--- config.mk ---
export PLATFORM = sky130hd
export DESIGN_NAME = bpfa_ctrl
export DESIGN_NICKNAME = d
export VERILOG_FILES = /design/src/hdl/bpfa_pkg.sv /design/src/hdl/bpfa_ctrl.sv
export SDC_FILE = /design/constraint.sdc
export NUM_CORES = 1
export LEC_CHECK = 0
export BUFFER_PORTS_ARGS = -buffer_cell sky130_fd_sc_hd__buf_2
export CAP_MARGIN = 10
export CORE_AREA = 2 2 39 41
export DETAILED_ROUTE_END_ITERATION = 6
export DIE_AREA = 0 0 41 43
export MAX_ROUTING_LAYER = met4
export PLACE_DENSITY = 0.58
export SYNTH_ARGS = -nofsm -noshare
export SYNTH_HDL_FRONTEND = slang
export SYNTH_SLANG_ARGS = --single-unit
--- constraint.sdc ---
create_clock -name i_clk -period 2.9 [get_ports i_clk]
set_input_delay 0.58 -clock i_clk [delete_from_list [all_inputs] [get_ports i_clk]]
set_output_delay 0.58 -clock i_clk [all_outputs]
set_load 0.05 [all_outputs]
--- src/hdl/bpfa_pkg.sv ---
package bpfa_pkg;

    // Capacity of the map in page frames (a multiple of the word width).
    localparam int NUM_PAGES = 65536;
    localparam int WORD_W    = 64;
    localparam int BIT_W     = $clog2(WORD_W);
    localparam int MAP_WORDS = NUM_PAGES / WORD_W;
    localparam int WORD_AW   = $clog2(MAP_WORDS);
    localparam int PTR_W     = WORD_AW + 1;

    localparam int PAGE_W    = 16;
    localparam int COUNT_W   = 17;
    localparam int STATUS_W  = 2;

    // Reset value of page_count, clipped to the capacity.
    localparam int CNT_RST   = 65536;
    localparam int LIM_RST   = (CNT_RST > NUM_PAGES) ? NUM_PAGES : CNT_RST;
    localparam int NW_RST    = (LIM_RST + WORD_W - 1) / WORD_W;
    localparam int TW_RST    = LIM_RST / WORD_W;
    localparam int TAIL_RST  = LIM_RST % WORD_W;

    typedef enum logic {
        OP_ALLOC = 1'b0,
        OP_FREE  = 1'b1
    } t_op;

    typedef enum logic [STATUS_W-1:0] {
        ST_OK      = 2'd0,
        ST_OOM     = 2'd1,
        ST_ALREADY = 2'd2,
        ST_RANGE   = 2'd3
    } t_status;

    // Controller -> datapath
    typedef struct packed {
        logic accept;    // latch request, issue read of its word
        logic clr;       // write one zero word of the clearing pass
        logic scan;      // scan step of an allocate
        logic free_chk;  // test the bit of a free
        logic wr;        // write back the modified word, adjust count
        logic out_load;  // move staged result into the output register
    } t_dp_cmd;

    // Datapath -> controller
    typedef struct packed {
        logic clr_done;
        logic req_alloc;
        logic range_err;
        logic hit;
        logic miss;
        logic already;
        logic out_free;
    } t_dp_sts;

endpackage

--- src/hdl/bpfa_ctrl.sv ---
module bpfa_ctrl (
    input  logic              i_clk,
    input  logic              i_rst_n,
    input  logic              i_req_valid,
    output logic              o_req_ready,
    input  bpfa_pkg::t_dp_sts i_sts,
    output bpfa_pkg::t_dp_cmd o_cmd
);
    import bpfa_pkg::*;

    typedef enum logic [6:0] {
        S_CLEAR    = 7'b0000001,
        S_IDLE     = 7'b0000010,
        S_SCAN     = 7'b0000100,
        S_FREE_CHK = 7'b0001000,
        S_WRITE    = 7'b0010000,
        S_DONE     = 7'b0100000,
        S_SPARE    = 7'b1000000
    } t_state;

    t_state r_state;
    t_state n_state;

    always_comb begin
        n_state = r_state;
        o_cmd   = '0;
        case (r_state)
            S_CLEAR: begin
                o_cmd.clr = 1'b1;
                if (i_sts.clr_done) begin
                    n_state = S_IDLE;
                end
            end
            S_IDLE: begin
                if (i_req_valid) begin
                    o_cmd.accept = 1'b1;
                    if (i_sts.req_alloc) begin
                        n_state = S_SCAN;
                    end else if (i_sts.range_err) begin
                        n_state = S_DONE;
                    end else begin
                        n_state = S_FREE_CHK;
                    end
                end
            end
            S_SCAN: begin
                o_cmd.scan = 1'b1;
                if (i_sts.hit) begin
                    n_state = S_WRITE;
                end else if (i_sts.miss) begin
                    n_state = S_DONE;
                end
            end
            S_FREE_CHK: begin
                o_cmd.free_chk = 1'b1;
                n_state = i_sts.already ? S_DONE : S_WRITE;
            end
            S_WRITE: begin
                o_cmd.wr = 1'b1;
                n_state  = S_DONE;
            end
            S_DONE: begin
                if (i_sts.out_free) begin
                    o_cmd.out_load = 1'b1;
                    n_state        = S_IDLE;
                end
            end
            default: begin
                n_state = S_IDLE;
            end
        endcase
    end

    assign o_req_ready = (r_state == S_IDLE);

    always_ff @(posedge i_clk) begin
        if (!i_rst_n) begin
            r_state <= S_CLEAR;
        end else begin
            r_state <= n_state;
        end
    end

endmodule

==> After elaboration in Yosys (flattened, before gate mapping) <==
Index checks and enable logic that the tools add are counted.
{ "word_totals": {"reg_bits": 7, "input_bits": 10, "out_inout_bits": 7, "wordCells": 29} }
{ "classes": {"eq_ne": 10, "mux": 17, "n_reduce_logical": 1} }
{ "op_table": {"columns": ["cell", "n"], "rows": [
  ["7-bit case mux with 6 select lines", 1],
  ["7-bit two-way mux", 5],
  ["6-bit two-way mux", 3],
  ["1-bit two-way mux", 8],
  ["7-bit by 1-bit == test with 1-bit output (second input constant)", 1],
  ["7-bit by 2-bit == test with 1-bit output (second input constant)", 1],
  ["7-bit by 3-bit == test with 1-bit output (second input constant)", 1],
  ["7-bit by 4-bit == test with 1-bit output (second input constant)", 1],
  ["7-bit by 5-bit == test with 1-bit output (second input constant)", 1],
  ["7-bit by 6-bit == test with 1-bit output (second input constant)", 1],
  ["2-bit != test (second input constant)", 3],
  ["4-bit AND reduction", 1],
  ["3-bit != test (second input constant)", 1]
]} }

==> Depth between registers and ports, before layout <==
Gate-level depths: netlist of run 1.
{ "depth": {"ltp_word": 4, "depth_mapped": 6, "mapped_depth_nobuf": 4} }

==> Worst setup path after synthesis of run 1 <==
Ideal clock, no wire load.
{ "synth_timing": {"path_kind": "reg-to-output", "start": "reg r_state[3]", "end": "out o_cmd[0] (netlist name)", "arrival_time_ns": 2.565, "t_required_ns": 2.320, "setup_slack_ns": -0.245, "stages_incl_launch_ff": 4, "path_buffers": 1, "cell_sequence": "dfxtp_1 > buf_2 > or4_4 > nor4b_1"} }
{ "synth_rtl": {"columns": ["item", "line_no", "text"], "rows": [
  ["start, declared", "bpfa_ctrl.sv:21", "t_state r_state;"],
  ["start signal, assigned", "bpfa_ctrl.sv:80", "r_state <= n_state;"],
  ["end, declared", "bpfa_ctrl.sv:7", "output bpfa_pkg::t_dp_cmd o_cmd"]
]} }

==> flow_metrics.py, run 1 <==
metrics = {
    "clock_tree": {
        "cts_max_level": 1,
        "insertion_delay_ps": 240,
        "clock-sinks": 6,
        "cts-buffers-inserted": 3,
        "cts_resized": 0,
        "root_buffer": "clkbuf_4",
        "clk_pin_slew_ps": 40,
        "hold_buffers": 0,
        "cts_tree": "done",
        "cts_setup_buffers": 0,
        "cts.path.max_buffers": 2,
    },
    "worst_setup_path": {
        "arrival_ps": 1750,
        "slowest_delay_ps": 590,
        "cp_slowest_cell": "or4_4",
        "path_cells": "or4_4 -> nor4b_2 -> buf_2",
        "critPathCaptureType": "output pin",
        "path_class": "reg2out",
        "crit_fanout": 12,
        "r2r_cells": 4,
        "required_ps": 2320,
        "cp-start-kind": "register",
    },
    "layout": {
        "fin_cells": 84,
        "top_register": "r_state",
        "diodes": 0,
        "nets": 80,
        "n_fill_cell": 145,
        "largest_reg_flops": 6,
        "mostFrequentLayoutCell": "buf_2",
        "layout_common_cells": "buf_2, dfxtp_1, nor3_1",
        "syn_to_final_growth_pct": 27.7,
        "largestRegisters": "r_state x6",
        "final_layout_size_suffix_gt1_share_pct": 33.8,
    },
    "synthesis": {
        "synthesis.instances": 52,
        "ys.flop_type": "dfxtp_1",
        "synth_area_sq_um": 420,
        "synthArstFlopShare_pct": 0,
        "synth_top_family_by_area": "simple AND/OR/NAND/NOR gates",
        "avgSynthCellArea_sq_um": 8.08,
        "synthXorXnorAreaFrac_pct": 4.17,
        "synth_fa_ha_area_share_pct": 0,
        "synth-seq-cells": 6,
        "yosysSeqAreaShare_pct": 28.6,
        "synth-simple-area-share_pct": 46.4,
        "ys.warnings.count": 0,
        "syn_nets": 62,
        "synth_compound_area_share_pct": 16.1,
        "muxShareOfSynthArea_pct": 0,
        "yosysUniqueCellTypes": 28,
        "synth_edf_count": 0,
    },
    "sta": {
        "fin_crit_ps": 2330,
        "finalClockSkew_ps": 1.28,
        "grt_setup_unrepaired": "no",
        "slew_violations": 0,
        "max_slew.worst_pin.slew_ps": 368,
        "fin_setup_tns_ps": 0,
        "slew_headroom_pct": 75.4,
        "fmax_ghz": 0.430,
        "timing.final.crit_share_pct": 80.2,
        "finalHoldViolations": 0,
        "setup_viol": 0,
    },
    "route": {
        "viasPerCell": 5.29,
        "antenna_left": 0,
        "wirelength_microns": 984,
        "wl_per_cell_microns": 11.7,
        "drt_iter0_markers": 6,
        "vias": 444,
        "drc": 0,
        "first_pass_iters": 2,
    },
    "floorplanning": {
        "initial_core_util_pct": 30.4,
        "coreArea_sq_um": 1380,
        "die_w_microns": 41,
        "die_h_microns": 43,
        "top_level_ports": 17,
        "dieArea_sq_um": 1760,
        "rows": 14,
    },
    "grt": {
        "antenna_found_initial": 0,
        "grtUsageTotal_pct": 14.8,
        "overflow": 0,
        "grt_max_degree": 13,
        "grt_pass1_vias": 391,
        "grt_pass1_wl_microns": 1700,
    },
    "power": {
        "p_per_area_nw_per_um2": 444,
        "p_leak_uw": 0.000229,
        "ir_drop_uv": 242,
    },
    "place": {
        "io_buffer_count": 16,
        "gp_congestion": 0.751,
        "place_inst": 81,
    },
    "flow_run": {
        "maxCapViolCount": 0,
    },
    "worst_hold_path": {
        "hold_class": "in2reg",
        "hold_depth": 2,
    },
    "run_status": {
        "status": "completed",
    },
}
[power by group]
group          internal [uW]  leakage (uW)  switching [uW]
logic                   26.3      0.000166            41.4
clock network           46.6     0.0000138            26.5
registers               87.7     0.0000491            9.70
[synthesized netlist by cell type, types with 3 or more instances]
| cell type | instances | share of area (%) |
|---|---|---|
| dfxtp_1 | 6 | 29 |
| nor4b_1 | 4 | 8.3 |
| nor3_1 | 4 | 4.8 |
| nand2b_1 | 3 | 4.5 |
| nor2_1 | 3 | 2.7 |
| nand3b_1 | 3 | 5.4 |
[layout make-up]
type / instances / area [sq um] / area share [%]
repair buffers: 16 / 80.1 / 14.9
well taps: 16 / 20.0 / 3.73
clock buffers: 3 / 22.5 / 4.20
inverters: 2 / 7.51 / 1.40
flip-flops and latches: 6 / 120 / 22.4
multi-input cells: 41 / 287 / 53.4
[stage by stage]
step | power [uW] | hold WS, ps | util, % | instance area [sq um] | setup slack (ps)
2_1_floorplan | 148 | 550 | - | 427 | 326
3_3_place_gp | 166 | 596 | 37.2 | 514 | 858
3_5_place_dp | 167 | 607 | 37.2 | 514 | 832
4_1_cts | 243 | 509 | 38.8 | 537 | 570
5_1_grt | 258 | 514 | 38.8 | 537 | 452
6_report | 238 | 518 | 38.8 | 537 | 573
[final timing paths]
path / start / to / slack (ps)
worst min-delay path: i_sts[4] / r_state[3] / 520
worst max-delay path: r_state[2] / o_cmd[0] / 570
worst min register to register: r_state[0] / r_state[0] / 610
worst max register to register: r_state[2] / r_state[1] / 1100
[cell families (layout without fill, tap and decap cells)]
family | Yosys count | after routing
DFF | 6 | 6
AOI/OAI and AO/OA | 10 | 10
buffers and inverters | 5 | 21
and+or+nand+nor | 29 | 29
xor gates and xnor gates | 2 | 2
[routing by layer]
| metal | track usage [%] | routed length, microns | vias up |
|---|---|---|---|
| met3 | 3.14 | 41 | 0 |
| met2 | 19.7 | 444 | 11 |
| met5 | - | 0 | - |
| met4 | 10.0 | 0 | 0 |
| li1 | - | - | 234 |
| met1 | 19.4 | 498 | 199 |
[worst max-delay path, delay by kind of cell (launching register included)]
| family | cells | cell delay (ps) |
|---|---|---|
| buf+inv | 1 | 290 |
| simple gates | 2 | 810 |
| flops | 1 | 410 |
Note: power is estimated with default switching activity, not from simulation.
==> run 2, diff against run 1 <==
==> constraint.sdc (replaced) <==
create_clock -name i_clk -period 2.4 [get_ports i_clk]
set_input_delay 0.48 -clock i_clk [delete_from_list [all_inputs] [get_ports i_clk]]
set_output_delay 0.48 -clock i_clk [all_outputs]
set_load 0.05 [all_outputs]
==> run 2 against run 1 <==
  * First-iteration DRC count unchanged
  * Clock skew rose by 8.2 ps
  * Hold slack got worse by 100 ps
  * Flip-flop and latch count unchanged
  * Utilization is 0.36 points higher
  * Via count down 1.6%
  * Routed wire length grew 1.8%
  * Final cell count did not move
  * Sequential power grew 21%
  * Power increased by 25%
  * Critical path depth did not move
  * Worst setup slack got worse by 420 ps
  * Largest power group unchanged
  * Highest routed layer is now met4
==> flow_metrics.py, run 2 (synthesis gave the netlist of run 1 again) <==
metrics = {
    "layout": {
        "layout_common_cells": "buf_2, dfxtp_1",
        "top_register": "r_state",
        "largest_reg_flops": 6,
        "diodes": 0,
        "nets": 80,
        "largestRegisters": "r_state x6",
        "syn_to_final_growth_pct": 28.9,
        "mostFrequentLayoutCell": "buf_2",
        "final_layout_size_suffix_gt1_share_pct": 35.3,
    },
    "route": {
        "drc": 0,
        "viasPerCell": 5.20,
        "vias": 437,
        "first_pass_iters": 3,
        "wl_per_cell_microns": 11.9,
        "wirelength_microns": 1000,
        "antenna_left": 0,
        "drt_iter0_markers": 6,
    },
    "power": {
        "p_comb_share_pct": 28.2,
        "pwr-share-seq_pct": 39.6,
        "p_leak_uw": 0.000231,
        "p_sw_share_pct": 34.5,
        "ir_drop_uv": 296,
        "p_int_uw": 195,
        "p_per_area_nw_per_um2": 549,
        "p_clk_share_pct": 32.2,
        "p_sw_uw": 103,
    },
    "worst_setup_path": {
        "arrival_ps": 1760,
        "path_cells": "or4_4 -> nor4b_2 -> buf_2",
        "cp-start-kind": "register",
        "cp_slowest_cell": "or4_4",
        "required_ps": 1920,
        "slowest_delay_ps": 600,
        "crit_fanout": 12,
        "critPathCaptureType": "output pin",
        "path_class": "reg2out",
    },
    "place": {
        "dp_hpwl_microns": 790,
        "io_buffer_count": 16,
        "pre_cts_slack_ps": 414,
        "gp_congestion": 0.734,
    },
    "sta": {
        "layout_setup_ws_ps": 156,
        "max_slew.worst_pin.slew_ps": 384,
        "finalClockSkew_ps": 9.48,
        "fin_crit_ps": 2240,
        "fmax_ghz": 0.446,
        "timing.final.crit_share_pct": 93.5,
        "finalHoldViolations": 0,
        "grt_setup_unrepaired": "no",
        "fin_setup_tns_ps": 0,
        "slew_violations": 0,
        "slew_headroom_pct": 74.3,
        "setup_viol": 0,
    },
    "clock_tree": {
        "insertion_delay_ps": 250,
        "root_buffer": "clkbuf_4",
        "cts_resized": 0,
        "clk_pin_slew_ps": 40,
        "cts_setup_buffers": 0,
        "clock-sinks": 6,
        "cts.path.max_buffers": 2,
        "cts-buffers-inserted": 3,
        "cts_tree": "done",
        "hold_buffers": 0,
        "cts_max_level": 1,
    },
    "grt": {
        "grt_max_degree": 13,
        "overflow": 0,
        "grtUsageTotal_pct": 14.0,
        "grt_pass1_wl_microns": 1560,
        "grt_pass1_vias": 353,
        "antenna_found_initial": 0,
    },
    "floorplanning": {
        "top_level_ports": 17,
        "die_h_microns": 43,
        "coreArea_sq_um": 1380,
        "rows": 14,
        "dieArea_sq_um": 1760,
        "initial_core_util_pct": 30.4,
        "die_w_microns": 41,
    },
    "run_status": {
        "status": "completed",
    },
    "worst_hold_path": {
        "hold_class": "in2reg",
    },
    "flow_run": {
        "maxCapViolCount": 0,
    },
}
## run 2: final timing paths
kind | start | to | slack [ps] | cells after the start
worst max-delay path | r_state[2] | o_cmd[0] | 160 | 3
worst min-delay path | i_sts[4] | r_state[3] | 410 | 2
worst max register to register | r_state[2] | r_state[1] | 570 | 4
worst min register to register | r_state[0] | r_state[0] | 630 | 2
## run 2: power by group through the flow
stage	Combinational, uW	Sequential, uW	Clock, uW
3_5_place_dp	83.6	119	0
2_1_floorplan	64.9	115	0
3_3_place_gp	83.8	118	0
6_report	83.8	118	95.8
5_1_grt	90.3	119	104
4_1_cts	84.0	117	97.4
## run 2: layout make-up
cell class              instances  area, sq um
fillers                       157          842
multi-input cells              41          292
flip-flops and latches          6          120
repair buffers                 16         80.1
clock buffers                   3         22.5
well taps                      16         20.0
inverters                       2         7.51
## run 2: worst max-delay path: cells and delay by family (launching register included)
family | cells | cell delay, ps
buffers and inverters | 1 | 290
AND/OR/NAND/NOR | 2 | 810
flip-flops | 1 | 420
## run 2: routing by layer
layer	up-vias	global-route usage, %	share of wire (%)
li1	228	-	-
met1	193	19.4	50
met2	13	16.3	42
met3	3	4.71	6.4
met4	0	10.0	1.7
met5	-	-	0
## run 2: through the flow
| stage | cell area [sq um] | util, % | cells | total power (uW) | hold WS [ps] |
|---|---|---|---|---|---|
| floorplan | 432 | - | 52 | 180 | 542 |
| finish | 542 | 39.2 | 84 | 297 | 414 |
| detailed placement | 519 | 37.5 | 81 | 203 | 619 |
| global placement | 519 | 37.5 | 81 | 202 | 616 |
| CTS | 542 | 39.2 | 84 | 299 | 410 |
| global route | 542 | 39.2 | 84 | 313 | 404 |
==> run 3, diff against run 2 <==
--- a/config.mk
+++ b/config.mk
@@ -5,13 +5,15 @@
 export SDC_FILE = /design/constraint.sdc
 export NUM_CORES = 1
 export LEC_CHECK = 0
-export BUFFER_PORTS_ARGS = -buffer_cell sky130_fd_sc_hd__buf_2
+export BUFFER_PORTS_ARGS = -buffer_cell sky130_fd_sc_hd__buf_4
 export CAP_MARGIN = 10
 export CORE_AREA = 2 2 39 41
 export DETAILED_ROUTE_END_ITERATION = 6
 export DIE_AREA = 0 0 41 43
+export GPL_TIMING_DRIVEN = 0
 export MAX_ROUTING_LAYER = met4
 export PLACE_DENSITY = 0.58
+export REMOVE_ABC_BUFFERS = 1
 export SYNTH_ARGS = -nofsm -noshare
 export SYNTH_HDL_FRONTEND = slang
 export SYNTH_SLANG_ARGS = --single-unit
==> run 3 against run 2 <==
  * Register-to-register slack improved by 30 ps
  * First-iteration DRC count decreased by 33%
  * Sequential power about the same
  * Worst setup slack improved by 37 ps
  * Cell area increased by 5.3%
  * Maximum frequency increased by 1.7%
  * Sequential share of layout area decreased by 1.1 points
  * Via count decreased by 1.6%
  * Critical endpoint unchanged
==> flow_metrics.py, run 3 (synthesis gave the netlist of run 1 again) <==
metrics = {
    "clock_tree": {
        "cts-buffers-inserted": 3,
        "cts_setup_buffers": 0,
        "root_buffer": "clkbuf_4",
        "clock-sinks": 6,
        "cts.path.max_buffers": 2,
        "clk_pin_slew_ps": 40,
        "hold_buffers": 0,
        "cts_max_level": 1,
        "cts_resized": 0,
        "cts_tree": "done",
        "insertion_delay_ps": 240,
    },
    "worst_setup_path": {
        "required_ps": 1920,
        "arrival_ps": 1730,
        "critPathCaptureType": "output pin",
        "crit_fanout": 12,
        "path_class": "reg2out",
        "cp-start-kind": "register",
        "crit_path_start": "r_state[2]",
        "r2r_start": "r_state[2]",
        "r2r_cells": 4,
    },
    "place": {
        "gp_congestion": 0.745,
        "io_buffer_count": 16,
        "dp_hpwl_microns": 755,
        "place_inst": 81,
    },
    "power": {
        "p_per_area_nw_per_um2": 519,
        "p_clk_share_pct": 30.5,
        "pwr-share-seq_pct": 39.5,
        "p_int_uw": 201,
        "p_sw_uw": 94.4,
        "p_sw_share_pct": 31.9,
        "p_leak_uw": 0.000236,
        "p_comb_share_pct": 30.0,
        "ir_drop_uv": 225,
    },
    "layout": {
        "largestRegisters": "r_state x6",
        "multi_input_area_sq_um": 280,
        "largest_reg_flops": 6,
        "syn_to_final_growth_pct": 35.7,
        "seq_area_sq_um": 120,
        "final_util_pct": 41.2,
        "fin_cells": 84,
        "n_fill_cell": 145,
        "top_register": "r_state",
        "mostFrequentLayoutCell": "buf_4",
        "nets": 80,
        "layout_common_cells": "buf_4, dfxtp_1, nor3_1, nor4b_1",
        "final_layout_size_suffix_gt1_share_pct": 32.4,
        "diodes": 0,
    },
    "route": {
        "wl_per_cell_microns": 11.4,
        "drt_iter0_markers": 4,
        "drc": 0,
        "vias": 430,
        "antenna_left": 0,
        "first_pass_iters": 2,
        "viasPerCell": 5.12,
        "wirelength_microns": 957,
    },
    "grt": {
        "grt_max_degree": 13,
        "grt_pass1_wl_microns": 1630,
        "overflow": 0,
        "grtUsageTotal_pct": 14.1,
        "grt_pass1_vias": 414,
        "antenna_found_initial": 0,
    },
    "sta": {
        "timing.final.crit_share_pct": 92.0,
        "finalHoldViolations": 0,
        "fin_setup_tns_ps": 0,
        "setup_viol": 0,
        "fin_crit_ps": 2210,
        "slew_violations": 0,
        "fmax_ghz": 0.453,
        "whs_ps": 413,
        "finalClockSkew_ps": 3.53,
        "slew_headroom_pct": 76.0,
        "max_slew.worst_pin.slew_ps": 359,
        "grt_setup_unrepaired": "no",
    },
    "worst_hold_path": {
        "hold_class": "in2reg",
        "hold_start": "i_sts[4]",
        "hold_depth": 2,
    },
    "floorplanning": {
        "coreArea_sq_um": 1380,
        "rows": 14,
        "die_h_microns": 43,
        "initial_core_util_pct": 30.4,
        "dieArea_sq_um": 1760,
        "die_w_microns": 41,
        "top_level_ports": 17,
    },
    "run_status": {
        "status": "completed",
    },
    "flow_run": {
        "maxCapViolCount": 0,
    },
}
## run 3: path summary, 6_finish.rpt
path              slack, ps          to
hold reg to reg         590  r_state[0]
hold / removal          410  r_state[3]
setup reg to reg        600  r_state[1]
setup / recovery        190    o_cmd[0]
## run 3: per-stage QoR
step                instance area, sq um  total power [uW]  worst slack, ps
floorplan                            408               176             -648
global route                         571               314             56.9
detailed placement                   548               208              428
global placement                     548               208              429
CTS                                  571               301              164
finish                               571               296              193
## run 3: layout make-up
type	instances	share of cell area, %
multi-input combinational	41	49.1
sequential	6	21.1
timing repair buffer	16	21.1
clock buffer	3	3.95
tap	16	3.51
inverter	2	1.32
## run 3: power by group through the flow
| stage | clock [uW] | combinational [uW] | sequential [uW] |
|---|---|---|---|
| finish | 90.3 | 88.7 | 117 |
| global placement | 0 | 88.7 | 119 |
| floorplan | 0 | 59.9 | 116 |
| CTS | 93.8 | 89.9 | 117 |
| detailed placement | 0 | 89.6 | 119 |
| global route | 99.5 | 96.2 | 118 |
## run 3: critical path, cell delays in order (launching register included)
cell     delay (ps)
dfxtp_1         410
or4_4           580
nor4b_1         250
buf_4           250
## run 3: layer usage
metal	share of wire [%]	GRT usage [%]	up-vias
met3	4.9	3.14	2
li1	-	-	228
met4	0.94	10.0	0
met1	49	16.8	189
met2	45	20.0	11
met5	0	-	-
